`src/hdl/ple_pkg.sv`:
```
package ple_pkg;

   localparam int OPCODE_W = 3;
   localparam int STATUS_W = 3;

   typedef enum logic [OPCODE_W-1:0] {
      OP_APPEND     = 3'd0,
      OP_INSERT     = 3'd1,
      OP_REMOVE_HD  = 3'd2,
      OP_REMOVE_AT  = 3'd3,
      OP_SEARCH     = 3'd4,
      OP_CLEAR      = 3'd5
   } opcode_type;

   typedef enum logic [STATUS_W-1:0] {
      ST_OK     = 3'd0,
      ST_NULL   = 3'd1,
      ST_BADPOS = 3'd2,
      ST_EMPTY  = 3'd3,
      ST_FULL   = 3'd4
   } status_type;

   typedef enum logic [2:0] {
      PTR_HOLD,
      PTR_ZERO,
      PTR_POS,
      PTR_LAST,
      PTR_INC,
      PTR_DEC
   } ptr_op_type;

   // Commands from the sequencer to the datapath, valid for one cycle.
   typedef struct packed {
      logic       load;
      ptr_op_type ptr_op;
      logic       rd_shift;
      logic       rd_shift_up;
      logic       rd_take;
      logic       rd_cmp;
      logic       wr_item;
      logic       wr_at_count;
      logic       set_status;
      status_type status;
      logic       cnt_inc;
      logic       cnt_dec;
      logic       cnt_clr;
      logic       finish;
   } ctl_cmd_type;

   typedef struct packed {
      opcode_type op;
      logic       item_null;
      logic       cnt_zero;
      logic       cnt_full;
      logic       pos_gt_cnt;
      logic       pos_ge_cnt;
      logic       ptr_at_pos;
      logic       ptr_at_last;
      logic       hit;
      logic       out_free;
   } dp_sts_type;

endpackage

```
`src/hdl/ple_ram.sv`:
```
module ple_ram #(
   parameter int WIDTH = 32,
   parameter int DEPTH = 16,
   localparam int ADDR_W = $clog2(DEPTH)
) (
   input  logic              clock,
   input  logic              we,
   input  logic [ADDR_W-1:0] waddr,
   input  logic [WIDTH-1:0]  wdata,
   input  logic [ADDR_W-1:0] raddr,
   output logic [WIDTH-1:0]  rdata
);

   logic [WIDTH-1:0] mem [DEPTH];
   logic [WIDTH-1:0] rdata_ff;

   always_ff @(posedge clock) begin
      if (we) begin
         mem[waddr] <= wdata;
      end
      rdata_ff <= mem[raddr];
   end

   assign rdata = rdata_ff;

endmodule

```
`src/hdl/ple_ctrl.sv`:
```
module ple_ctrl
   import ple_pkg::*;
(
   input  logic        clock,
   input  logic        reset,
   input  logic        req_tvalid,
   output logic        req_tready,
   input  dp_sts_type  sts,
   output ctl_cmd_type cmd
);

   typedef enum logic [3:0] {
      S_IDLE,
      S_DECODE,
      S_INS_SHIFT,
      S_INS_FLUSH,
      S_INS_PUT,
      S_REM_FIRST,
      S_REM_SHIFT,
      S_REM_FLUSH,
      S_SRCH_RD,
      S_SRCH_END,
      S_DONE
   } state_type;

   state_type state_ff, state_in;

   always_ff @(posedge clock) begin
      if (reset) begin
         state_ff <= S_IDLE;
      end else begin
         state_ff <= state_in;
      end
   end

   assign req_tready = (state_ff == S_IDLE);

   always_comb begin
      state_in = state_ff;
      cmd      = '0;
      cmd.ptr_op = PTR_HOLD;
      cmd.status = ST_OK;
      case (state_ff)
         S_IDLE: begin
            if (req_tvalid) begin
               cmd.load = 1'b1;
               state_in = S_DECODE;
            end
         end
         S_DECODE: begin
            state_in = S_DONE;
            case (sts.op)
               OP_APPEND: begin
                  if (sts.item_null) begin
                     cmd.set_status = 1'b1;
                     cmd.status     = ST_NULL;
                  end else if (sts.cnt_full) begin
                     cmd.set_status = 1'b1;
                     cmd.status     = ST_FULL;
                  end else begin
                     cmd.wr_item     = 1'b1;
                     cmd.wr_at_count = 1'b1;
                     cmd.cnt_inc     = 1'b1;
                  end
               end
               OP_INSERT: begin
                  if (sts.item_null) begin
                     cmd.set_status = 1'b1;
                     cmd.status     = ST_NULL;
                  end else if (sts.pos_gt_cnt) begin
                     cmd.set_status = 1'b1;
                     cmd.status     = ST_BADPOS;
                  end else if (sts.cnt_full) begin
                     cmd.set_status = 1'b1;
                     cmd.status     = ST_FULL;
                  end else if (sts.pos_ge_cnt) begin
                     // Insert at the tail: nothing to move.
                     cmd.wr_item = 1'b1;
                     cmd.cnt_inc = 1'b1;
                  end else begin
                     cmd.ptr_op = PTR_LAST;
                     state_in   = S_INS_SHIFT;
                  end
               end
               OP_REMOVE_HD: begin
                  if (sts.cnt_zero) begin
                     cmd.set_status = 1'b1;
                     cmd.status     = ST_EMPTY;
                  end else begin
                     cmd.ptr_op = PTR_ZERO;
                     state_in   = S_REM_FIRST;
                  end
               end
               OP_REMOVE_AT: begin
                  if (sts.cnt_zero) begin
                     cmd.set_status = 1'b1;
                     cmd.status     = ST_EMPTY;
                  end else if (sts.pos_ge_cnt) begin
                     cmd.set_status = 1'b1;
                     cmd.status     = ST_BADPOS;
                  end else begin
                     cmd.ptr_op = PTR_POS;
                     state_in   = S_REM_FIRST;
                  end
               end
               OP_SEARCH: begin
                  if (sts.item_null) begin
                     cmd.set_status = 1'b1;
                     cmd.status     = ST_NULL;
                  end else if (!sts.cnt_zero) begin
                     cmd.ptr_op = PTR_ZERO;
                     state_in   = S_SRCH_RD;
                  end
               end
               OP_CLEAR: begin
                  cmd.cnt_clr = 1'b1;
               end
               default: begin
               end
            endcase
         end
         S_INS_SHIFT: begin
            // Entries move up one place, walking from the tail down to the position.
            cmd.rd_shift    = 1'b1;
            cmd.rd_shift_up = 1'b1;
            if (sts.ptr_at_pos) begin
               state_in = S_INS_FLUSH;
            end else begin
               cmd.ptr_op = PTR_DEC;
            end
         end
         S_INS_FLUSH: begin
            state_in = S_INS_PUT;
         end
         S_INS_PUT: begin
            cmd.wr_item = 1'b1;
            cmd.cnt_inc = 1'b1;
            state_in    = S_DONE;
         end
         S_REM_FIRST: begin
            cmd.rd_take = 1'b1;
            if (sts.ptr_at_last) begin
               state_in = S_REM_FLUSH;
            end else begin
               cmd.ptr_op = PTR_INC;
               state_in   = S_REM_SHIFT;
            end
         end
         S_REM_SHIFT: begin
            cmd.rd_shift = 1'b1;
            if (sts.ptr_at_last) begin
               state_in = S_REM_FLUSH;
            end else begin
               cmd.ptr_op = PTR_INC;
            end
         end
         S_REM_FLUSH: begin
            cmd.cnt_dec = 1'b1;
            state_in    = S_DONE;
         end
         S_SRCH_RD: begin
            if (sts.hit) begin
               state_in = S_DONE;
            end else begin
               cmd.rd_cmp = 1'b1;
               if (sts.ptr_at_last) begin
                  state_in = S_SRCH_END;
               end else begin
                  cmd.ptr_op = PTR_INC;
               end
            end
         end
         S_SRCH_END: begin
            state_in = S_DONE;
         end
         S_DONE: begin
            if (sts.out_free) begin
               cmd.finish = 1'b1;
               state_in   = S_IDLE;
            end
         end
         default: begin
            state_in = S_IDLE;
         end
      endcase
   end

endmodule

```
`src/hdl/ple_dp.sv`:
```
module ple_dp
   import ple_pkg::*;
#(
   parameter int DEPTH  = 16,
   parameter int ITEM_W = 32,
   localparam int POS_W  = $clog2(DEPTH + 1),
   localparam int ADDR_W = $clog2(DEPTH)
) (
   input  logic                clock,
   input  logic                reset,
   input  ctl_cmd_type         cmd,
   output dp_sts_type          sts,
   input  logic [OPCODE_W-1:0] req_opcode,
   input  logic [ITEM_W-1:0]   req_item,
   input  logic [POS_W-1:0]    req_position,
   output logic                rsp_valid,
   input  logic                rsp_ready,
   output logic [STATUS_W-1:0] rsp_status,
   output logic [ITEM_W-1:0]   rsp_removed_item,
   output logic                rsp_found,
   output logic [ADDR_W-1:0]   rsp_found_position,
   output logic [POS_W-1:0]    rsp_length
);

   logic [OPCODE_W-1:0] opcode_ff;
   logic [ITEM_W-1:0]   item_ff;
   logic [POS_W-1:0]    pos_ff;
   logic [POS_W-1:0]    count_ff;
   logic [ADDR_W-1:0]   ptr_ff, ptr_in;
   logic [ADDR_W-1:0]   rd_addr_ff;
   logic                pend_ff, pend_up_ff, cap_ff, cmp_ff;
   status_type          status_ff;
   logic [ITEM_W-1:0]   removed_ff;
   logic                found_ff;
   logic [ADDR_W-1:0]   fpos_ff;

   logic                rsp_valid_ff;
   logic [STATUS_W-1:0] rsp_status_ff;
   logic [ITEM_W-1:0]   rsp_removed_ff;
   logic                rsp_found_ff;
   logic [ADDR_W-1:0]   rsp_fpos_ff;
   logic [POS_W-1:0]    rsp_length_ff;

   logic                ram_we;
   logic [ADDR_W-1:0]   ram_waddr;
   logic [ITEM_W-1:0]   ram_wdata;
   logic [ITEM_W-1:0]   ram_rdata;
   logic                hit;

   ple_ram #(
      .WIDTH (ITEM_W),
      .DEPTH (DEPTH)
   ) u_ram (
      .clock (clock),
      .we    (ram_we),
      .waddr (ram_waddr),
      .wdata (ram_wdata),
      .raddr (ptr_ff),
      .rdata (ram_rdata)
   );

   // A shift read lands in the next cycle and is written one place up or down.
   always_comb begin
      ram_we    = pend_ff | cmd.wr_item;
      ram_wdata = item_ff;
      ram_waddr = cmd.wr_at_count ? ADDR_W'(count_ff) : ADDR_W'(pos_ff);
      if (pend_ff) begin
         ram_wdata = ram_rdata;
         ram_waddr = pend_up_ff ? rd_addr_ff + ADDR_W'(1) : rd_addr_ff - ADDR_W'(1);
      end
   end

   assign hit = cmp_ff && (ram_rdata == item_ff);

   always_comb begin
      case (cmd.ptr_op)
         PTR_HOLD: ptr_in = ptr_ff;
         PTR_ZERO: ptr_in = '0;
         PTR_POS:  ptr_in = ADDR_W'(pos_ff);
         PTR_LAST: ptr_in = ADDR_W'(count_ff - POS_W'(1));
         PTR_INC:  ptr_in = ptr_ff + ADDR_W'(1);
         PTR_DEC:  ptr_in = ptr_ff - ADDR_W'(1);
         default:  ptr_in = ptr_ff;
      endcase
   end

   always_ff @(posedge clock) begin
      if (reset) begin
         count_ff     <= '0;
         pend_ff      <= 1'b0;
         cap_ff       <= 1'b0;
         cmp_ff       <= 1'b0;
         rsp_valid_ff <= 1'b0;
      end else begin
         pend_ff <= cmd.rd_shift;
         cap_ff  <= cmd.rd_take;
         cmp_ff  <= cmd.rd_cmp;
         if (cmd.cnt_clr) begin
            count_ff <= '0;
         end else if (cmd.cnt_inc) begin
            count_ff <= count_ff + POS_W'(1);
         end else if (cmd.cnt_dec) begin
            count_ff <= count_ff - POS_W'(1);
         end
         if (cmd.finish) begin
            rsp_valid_ff <= 1'b1;
         end else if (rsp_ready) begin
            rsp_valid_ff <= 1'b0;
         end
      end
   end

   always_ff @(posedge clock) begin
      ptr_ff     <= ptr_in;
      rd_addr_ff <= ptr_ff;
      pend_up_ff <= cmd.rd_shift_up;
      if (cmd.load) begin
         opcode_ff  <= req_opcode;
         item_ff    <= req_item;
         pos_ff     <= req_position;
         status_ff  <= ST_OK;
         removed_ff <= '0;
         found_ff   <= 1'b0;
         fpos_ff    <= '0;
      end else begin
         if (cmd.set_status) begin
            status_ff <= cmd.status;
         end
         if (cap_ff) begin
            removed_ff <= ram_rdata;
         end
         // Only the first match counts; a read still in flight is ignored.
         if (hit && !found_ff) begin
            found_ff <= 1'b1;
            fpos_ff  <= rd_addr_ff;
         end
      end
      if (cmd.finish) begin
         rsp_status_ff  <= status_ff;
         rsp_removed_ff <= removed_ff;
         rsp_found_ff   <= found_ff;
         rsp_fpos_ff    <= fpos_ff;
         rsp_length_ff  <= count_ff;
      end
   end

   always_comb begin
      sts.op          = opcode_type'(opcode_ff);
      sts.item_null   = (item_ff == '0);
      sts.cnt_zero    = (count_ff == '0);
      sts.cnt_full    = (count_ff == POS_W'(DEPTH));
      sts.pos_gt_cnt  = (pos_ff > count_ff);
      sts.pos_ge_cnt  = (pos_ff >= count_ff);
      sts.ptr_at_pos  = (POS_W'(ptr_ff) == pos_ff);
      sts.ptr_at_last = (POS_W'(ptr_ff) + POS_W'(1) == count_ff);
      sts.hit         = hit;
      sts.out_free    = !rsp_valid_ff || rsp_ready;
   end

   assign rsp_valid          = rsp_valid_ff;
   assign rsp_status         = rsp_status_ff;
   assign rsp_removed_item   = rsp_removed_ff;
   assign rsp_found          = rsp_found_ff;
   assign rsp_found_position = rsp_fpos_ff;
   assign rsp_length         = rsp_length_ff;

endmodule

```
`src/hdl/positional_list_engine.sv`:
```
// Ordered list of up to DEPTH nonzero handles, kept head to tail in one
// dual-port RAM. Each request transfer on the req_ channel carries one of six
// operations (append, insert at position, remove head, remove at position,
// search, clear) in req_tuser, and each produces exactly one transfer on the
// rsp_ channel with a status code in rsp_tuser and the removed handle, search
// result and new length in rsp_tdata.
// Requests are handled one at a time. Append, clear, searches on an empty list
// and all rejected requests go from decode straight to the response. Insert
// and remove move the entries from the position to the tail, and search reads
// from the head until a match or the tail, one entry per cycle through the
// RAM's single read and write port.
// The controller goes idle as the previous response is loaded, so the next
// request can be accepted even while that response still waits in the output
// register. If the receiver holds rsp_tready low, a finished operation waits
// until the output register is free, and req_tready stays low meanwhile.
// Synchronous reset empties the list and drops any pending response; stored
// handles are not cleared, since only entries below the length are ever read.
module positional_list_engine
   import ple_pkg::*;
#(
   parameter int DEPTH  = 16,
   parameter int ITEM_W = 32,
   localparam int POS_W  = $clog2(DEPTH + 1),
   localparam int ADDR_W = $clog2(DEPTH),
   localparam int REQ_W  = ((ITEM_W + POS_W + 7) / 8) * 8,
   localparam int RSP_W  = ((ITEM_W + 1 + ADDR_W + POS_W + 7) / 8) * 8
) (
   input  logic                clock,
   input  logic                reset,
   input  logic                req_tvalid,
   output logic                req_tready,
   input  logic [REQ_W-1:0]    req_tdata,   // item, position
   input  logic [OPCODE_W-1:0] req_tuser,   // opcode
   output logic                rsp_tvalid,
   input  logic                rsp_tready,
   output logic [RSP_W-1:0]    rsp_tdata,   // removed_item, found, found_position, length
   output logic [STATUS_W-1:0] rsp_tuser    // status
);

   ctl_cmd_type       cmd;
   dp_sts_type        sts;
   logic [ITEM_W-1:0] removed_item;
   logic              found;
   logic [ADDR_W-1:0] found_position;
   logic [POS_W-1:0]  length;

   ple_ctrl u_ctrl (
      .clock      (clock),
      .reset      (reset),
      .req_tvalid (req_tvalid),
      .req_tready (req_tready),
      .sts        (sts),
      .cmd        (cmd)
   );

   ple_dp #(
      .DEPTH  (DEPTH),
      .ITEM_W (ITEM_W)
   ) u_dp (
      .clock              (clock),
      .reset              (reset),
      .cmd                (cmd),
      .sts                (sts),
      .req_opcode         (req_tuser),
      .req_item           (req_tdata[ITEM_W-1:0]),
      .req_position       (req_tdata[ITEM_W +: POS_W]),
      .rsp_valid          (rsp_tvalid),
      .rsp_ready          (rsp_tready),
      .rsp_status         (rsp_tuser),
      .rsp_removed_item   (removed_item),
      .rsp_found          (found),
      .rsp_found_position (found_position),
      .rsp_length         (length)
   );

   assign rsp_tdata = RSP_W'({length, found_position, found, removed_item});

endmodule

```
`config.mk`:
```
export PLATFORM = sky130hd
export DESIGN_NAME = positional_list_engine
export DESIGN_NICKNAME = d
export VERILOG_FILES = /design/src/hdl/ple_pkg.sv /design/src/hdl/ple_ram.sv /design/src/hdl/ple_ctrl.sv /design/src/hdl/ple_dp.sv /design/src/hdl/positional_list_engine.sv
export SDC_FILE = /design/constraint.sdc
export NUM_CORES = 1
export LEC_CHECK = 0
export ABC_AREA = 1
export CAP_MARGIN = 0
export CORE_UTILIZATION = 45
export DETAILED_ROUTE_END_ITERATION = 7
export DONT_BUFFER_PORTS = 1
export GPL_TIMING_DRIVEN = 0
export PLACE_DENSITY = 0.65
export SLEW_MARGIN = 10
export SYNTH_ARGS = -nofsm -noshare
export SYNTH_HDL_FRONTEND = slang
export SYNTH_SLANG_ARGS = --single-unit
```
`constraint.sdc`:
```
create_clock -name clock -period 3.81 [get_ports clock]
set_input_delay 0.381 -clock clock [delete_from_list [all_inputs] [get_ports clock]]
set_output_delay 0.381 -clock clock [all_outputs]
set_load 0.02 [all_outputs]
```
==> results.py <==
metrics = {
    "status": {
        "status": "complete, no violations",
    },
    "synth": {
        "ys_warns": 0,
        "synth.area.mux_share_pct": 3.08,
        "synth_seq_area_share_pct": 71.1,
        "synthesis.area_per_instance_um2": 12.4,
        "synth_xor_area_share_pct": 0.815,
        "largest_family_of_logic_cells_by_synthesized_area": "simple AND/OR/NAND/NOR gates",
        "synth-simple-area-share_pct": 12.5,
        "ys_ff_latch": 691,
        "synth_compound_area_share_pct": 8.02,
        "synth_fa_ha_area_share_pct": 0.726,
        "synth_cells": 2250,
        "synth.cell_area_um2": 27900,
        "synth.lib_cells_used.distinct": 42,
    },
    "job": {
        "drv_cap": 0,
    },
    "grt": {
        "gr-usage-met3_pct": 4.04,
        "fraction_of_met1_tracks_used_by_global_routing_pct": 31.3,
        "grt_pass1_wl_mm": 113,
        "grt_start_max_net_pins": 36,
        "globalRoute.busiestLayer": "met2",
        "via_count_of_the_first_global_routing_pass": 18000,
        "grt_util_all_layers_pct": 24.3,
        "met2_usage_pct": 40.6,
        "grt_antenna_before_repair": 2,
        "globalRouteOverflowTotal": 0,
    },
    "worst_setup_path": {
        "critical_path.max_stage_delay_ns": 0.76,
        "highest_delay_cell_along_the_critical_path": "nor2_4",
        "cp-start-kind": "flop",
        "timing.rr.end": "u_dp.u_ram.mem[3][20]",
        "crit_type": "flop to flop",
        "crit_arrival_ns": 3.81,
        "ff2ff_setup_slack_ns": 0.30,
        "path_buf_inv": 4,
        "worst-endpoint-required_ns": 4.12,
        "r2r-start": "u_dp.count_ff[2]",
        "reg2regPathDepth": 14,
        "cpLargestDelayFamily": "simple AND/OR/NAND/NOR gates",
        "path_max_fanout": 21,
        "endpoint_kind": "flop",
        "crit_chain": "buf_4 -> inv_1 -> ha_1 -> nand2_1 -> nor2_1 -> nand2_1 -> o21ai_0 -> nand3_2 -> nand2_2 -> nor2_1 -> inv_1 -> nand3_2 -> nor2_4 -> buf_16",
    },
    "hold_path": {
        "holdCritStartpoint": "rsp_tready",
        "timing.hold.worst_endpoint": "u_dp.rsp_valid",
        "hold_depth": 3,
        "min-delay-path-class": "input pin to flop",
    },
    "die": {
        "io_pins": 100,
        "coreArea_um2": 60800,
        "die_width_um": 251,
        "initial_standard_cell_utilization_of_the_core_pct": 45.9,
        "num_rows": 90,
        "floorplan.die.height_um": 251,
        "die_area_um2": 63100,
    },
    "final_layout": {
        "layout.cells.most_common_list": "edfxtp_1, nor2_1, nand2_1, o21ai_0, inv_1",
        "layout-area-overhead-vs-synth_pct": 16.2,
        "layout.cells.most_common": "edfxtp_1",
        "nNetsFinal": 2488,
        "layoutNonFillerInstCount": 3265,
        "number_of_fill_cells": 4959,
        "post_route_cells_drive_above_1_share_pct": 11.6,
    },
    "clock_network": {
        "clk_pin_slew_ns": 0.06,
        "clock_path_buffers": 3,
        "clk_root_buffer_cell": "clkbuf_16",
        "tritoncts_num_sinks": 691,
        "tritoncts": "yes",
        "clock_insertion_delay_worst_skew_ns": 0.62,
        "cts-htree-levels": 3,
        "tritoncts.num_buffers": 70,
    },
    "sta": {
        "setup_skew_after_layout_ns": 0.0260,
        "tns_ns": 0,
        "final_min_period_over_clock_period_pct": 92.1,
        "final_critical_path_setup_slack_ns": 0.303,
        "achievable-frequency_mhz": 285,
        "final-max-slew-violation-count": 0,
        "rsz_0062_raised_after_global_routing": "false",
        "setup_viol_count_final": 0,
        "worst-slew-pin-transition_ns": 1.10,
        "report.final.hold_viol_count": 0,
        "layout_min_cycle_time_ns": 3.51,
        "slew_headroom_pct": 26.1,
    },
    "place": {
        "weighted_congestion_reported_at_the_end_of_routability_driven_placement": 0.910,
        "place_inst": 3076,
        "buffer_ports.inserted": 0,
        "preCtsSetupSlack_ns": 0.0336,
        "hpwl_mm": 53.7,
    },
    "routing": {
        "initialDrtViolationCount": 1747,
        "vias_per_cell": 5.66,
        "postRouteWirelength_mm": 76.7,
        "via_count": 18500,
        "count_of_tritonroute_iterations_in_the_first_routing_pass": 5,
        "remaining_drc_errors": 0,
        "ant_nets": 0,
        "routedWlPerCell_um": 23.5,
    },
    "pwr": {
        "p_leak_nw": 11.5,
        "power_w": 0.0244,
        "vdd_ir_drop_max_mv": 0.364,
        "power_density_nw_per_um2": 751,
    },
}
flip-flops by register name, summed over array words and instances, names as in the netlist, 3 cells and up:
name,count
u_dp.rsp_length,5
u_dp.rsp_found_position,4
u_ctrl.state_ff,4
u_dp.u_ram.rdata,32
u_dp.fpos_ff,4
u_dp.status_ff,3
u_dp.item_ff,32
u_dp.count_ff,5
u_dp.rsp_removed_item,32
u_dp.rsp_status,3
u_dp.u_ram.mem,512
u_dp.ptr_ff,4
u_dp.pos_ff,5
u_dp.rd_addr_ff,4
u_dp.opcode_ff,3
u_dp.removed_ff,32
kinds of logic after synthesis:
logic type | after synthesis
flops | 691
buf+inv | 249
simple gates | 846
compound gates | 340
other cells | 1
fa+ha+maj | 15
mux | 82
xor+xnor | 26
metal layers:
layer	vias up	routed length, um
li1	8437	-
met1	9060	30600
met2	845	37400
met3	138	6170
met4	0	2570
met5	-	0
area by class of cell:
| type | count | area (um^2) | share of cell area [%] |
|---|---|---|---|
| flip-flops and latches | 691 | 19900 | 61.2 |
| multi-input cells | 1315 | 7190 | 22.1 |
| clock buffers | 94 | 1960 | 6.03 |
| repair buffers | 99 | 1160 | 3.57 |
| well taps | 782 | 978 | 3.01 |
| plain buffers | 121 | 574 | 1.77 |
| inverters | 128 | 485 | 1.50 |
| clock inverters | 34 | 263 | 0.809 |
| diodes | 1 | 2.50 | 0.00771 |
per-stage QoR:
stage / instance area, um^2 / hold WS [ns] / util, %
after detailed placement: 29600 / 0.416 / 48.7
after CTS: 32300 / 0.00776 / 53.0
after global routing: 32500 / 0.0865 / 53.4
final: 32500 / 0.0323 / 53.4
after global placement: 28900 / 0.415 / 47.6
after floorplan: 28000 / 0.378 / -
worst reg2reg max path: stages (launching register included):
cell	delay (ns)
dfxtp_1	0.34
buf_4	0.19
inv_1	0.08
ha_1	0.29
nand2_1	0.05
nor2_1	0.12
nand2_1	0.13
o21ai_0	0.21
nand3_2	0.11
nand2_2	0.17
nor2_1	0.13
inv_1	0.14
nand3_2	0.23
nor2_4	0.76
buf_16	0.24
where the power goes:
group	internal (W)	switching [W]	leakage, nW	total, W
clock	0.00382	0.00283	1.07	0.00665
sequential	0.00943	0.000553	6.18	0.00998
combinational	0.00220	0.00555	4.29	0.00775
cell usage after synthesis:
master    instances  area share [%]
edfxtp_1        601              65
nor2_1          380             5.1
nand2_1         298             4.0
o21ai_0         168             3.0
inv_1           121             1.6
nand3_1         105             1.9
dfxtp_1          90             6.4
o32ai_1          78             2.4
clkbuf_1         72            0.97
mux2i_1          50             1.8
o221ai_1         50             1.6
mux2_2           32             1.3
a21oi_1          21            0.38
buf_4            21            0.56
nand4_1          21            0.47
or2_2            16            0.36
buf_2            15            0.27
xnor2_1          15            0.47
o211ai_1         14            0.38
ha_1             13            0.58
xor2_1           11            0.34
buf_1            10            0.13
nor3_1            5           0.090
inv_2             4           0.054
nand3b_1          4            0.11
nor2_2            4           0.090
nor2_4            4            0.16
a21oi_2           3           0.094
buf_6             3            0.12
nand2_2           3           0.067
a21o_1            2           0.054
a31oi_1           2           0.045
and2_1            2           0.045
and3_1            2           0.045
fa_1              2            0.14
inv_4             2           0.045
a211oi_1          1           0.027
clkinv_1          1           0.013
conb_1            1           0.013
nand2_4           1           0.040
nand3_2           1           0.036
o22ai_1           1           0.022
worst max path at each step:
| stage | startpoint | end | slack (ns) | cells after the start |
|---|---|---|---|---|
| after floorplan | u_dp.count_ff[4] | u_dp.u_ram.mem[0][0] | 0.26 | 12 |
| after global routing | u_dp.count_ff[2] | u_dp.u_ram.mem[3][20] | 0.02 | 14 |
| after CTS | u_dp.count_ff[4] | u_dp.u_ram.mem[3][20] | 0.04 | 13 |
| final | u_dp.count_ff[2] | u_dp.u_ram.mem[3][20] | 0.30 | 14 |
| after global placement | u_dp.count_ff[1] | u_dp.u_ram.mem[11][5] | -1.65 | 12 |
| after detailed placement | u_dp.count_ff[1] | u_dp.u_ram.mem[3][3] | 0.03 | 13 |
what timing repair did:
item	CTS	global route
hold buffers	40	0
gates resized for setup	0	5
setup endpoints to repair	0	256
setup buffers	0	20
endpoints found under the hold margin	40	0
Power figures use the tool's default switching activity.
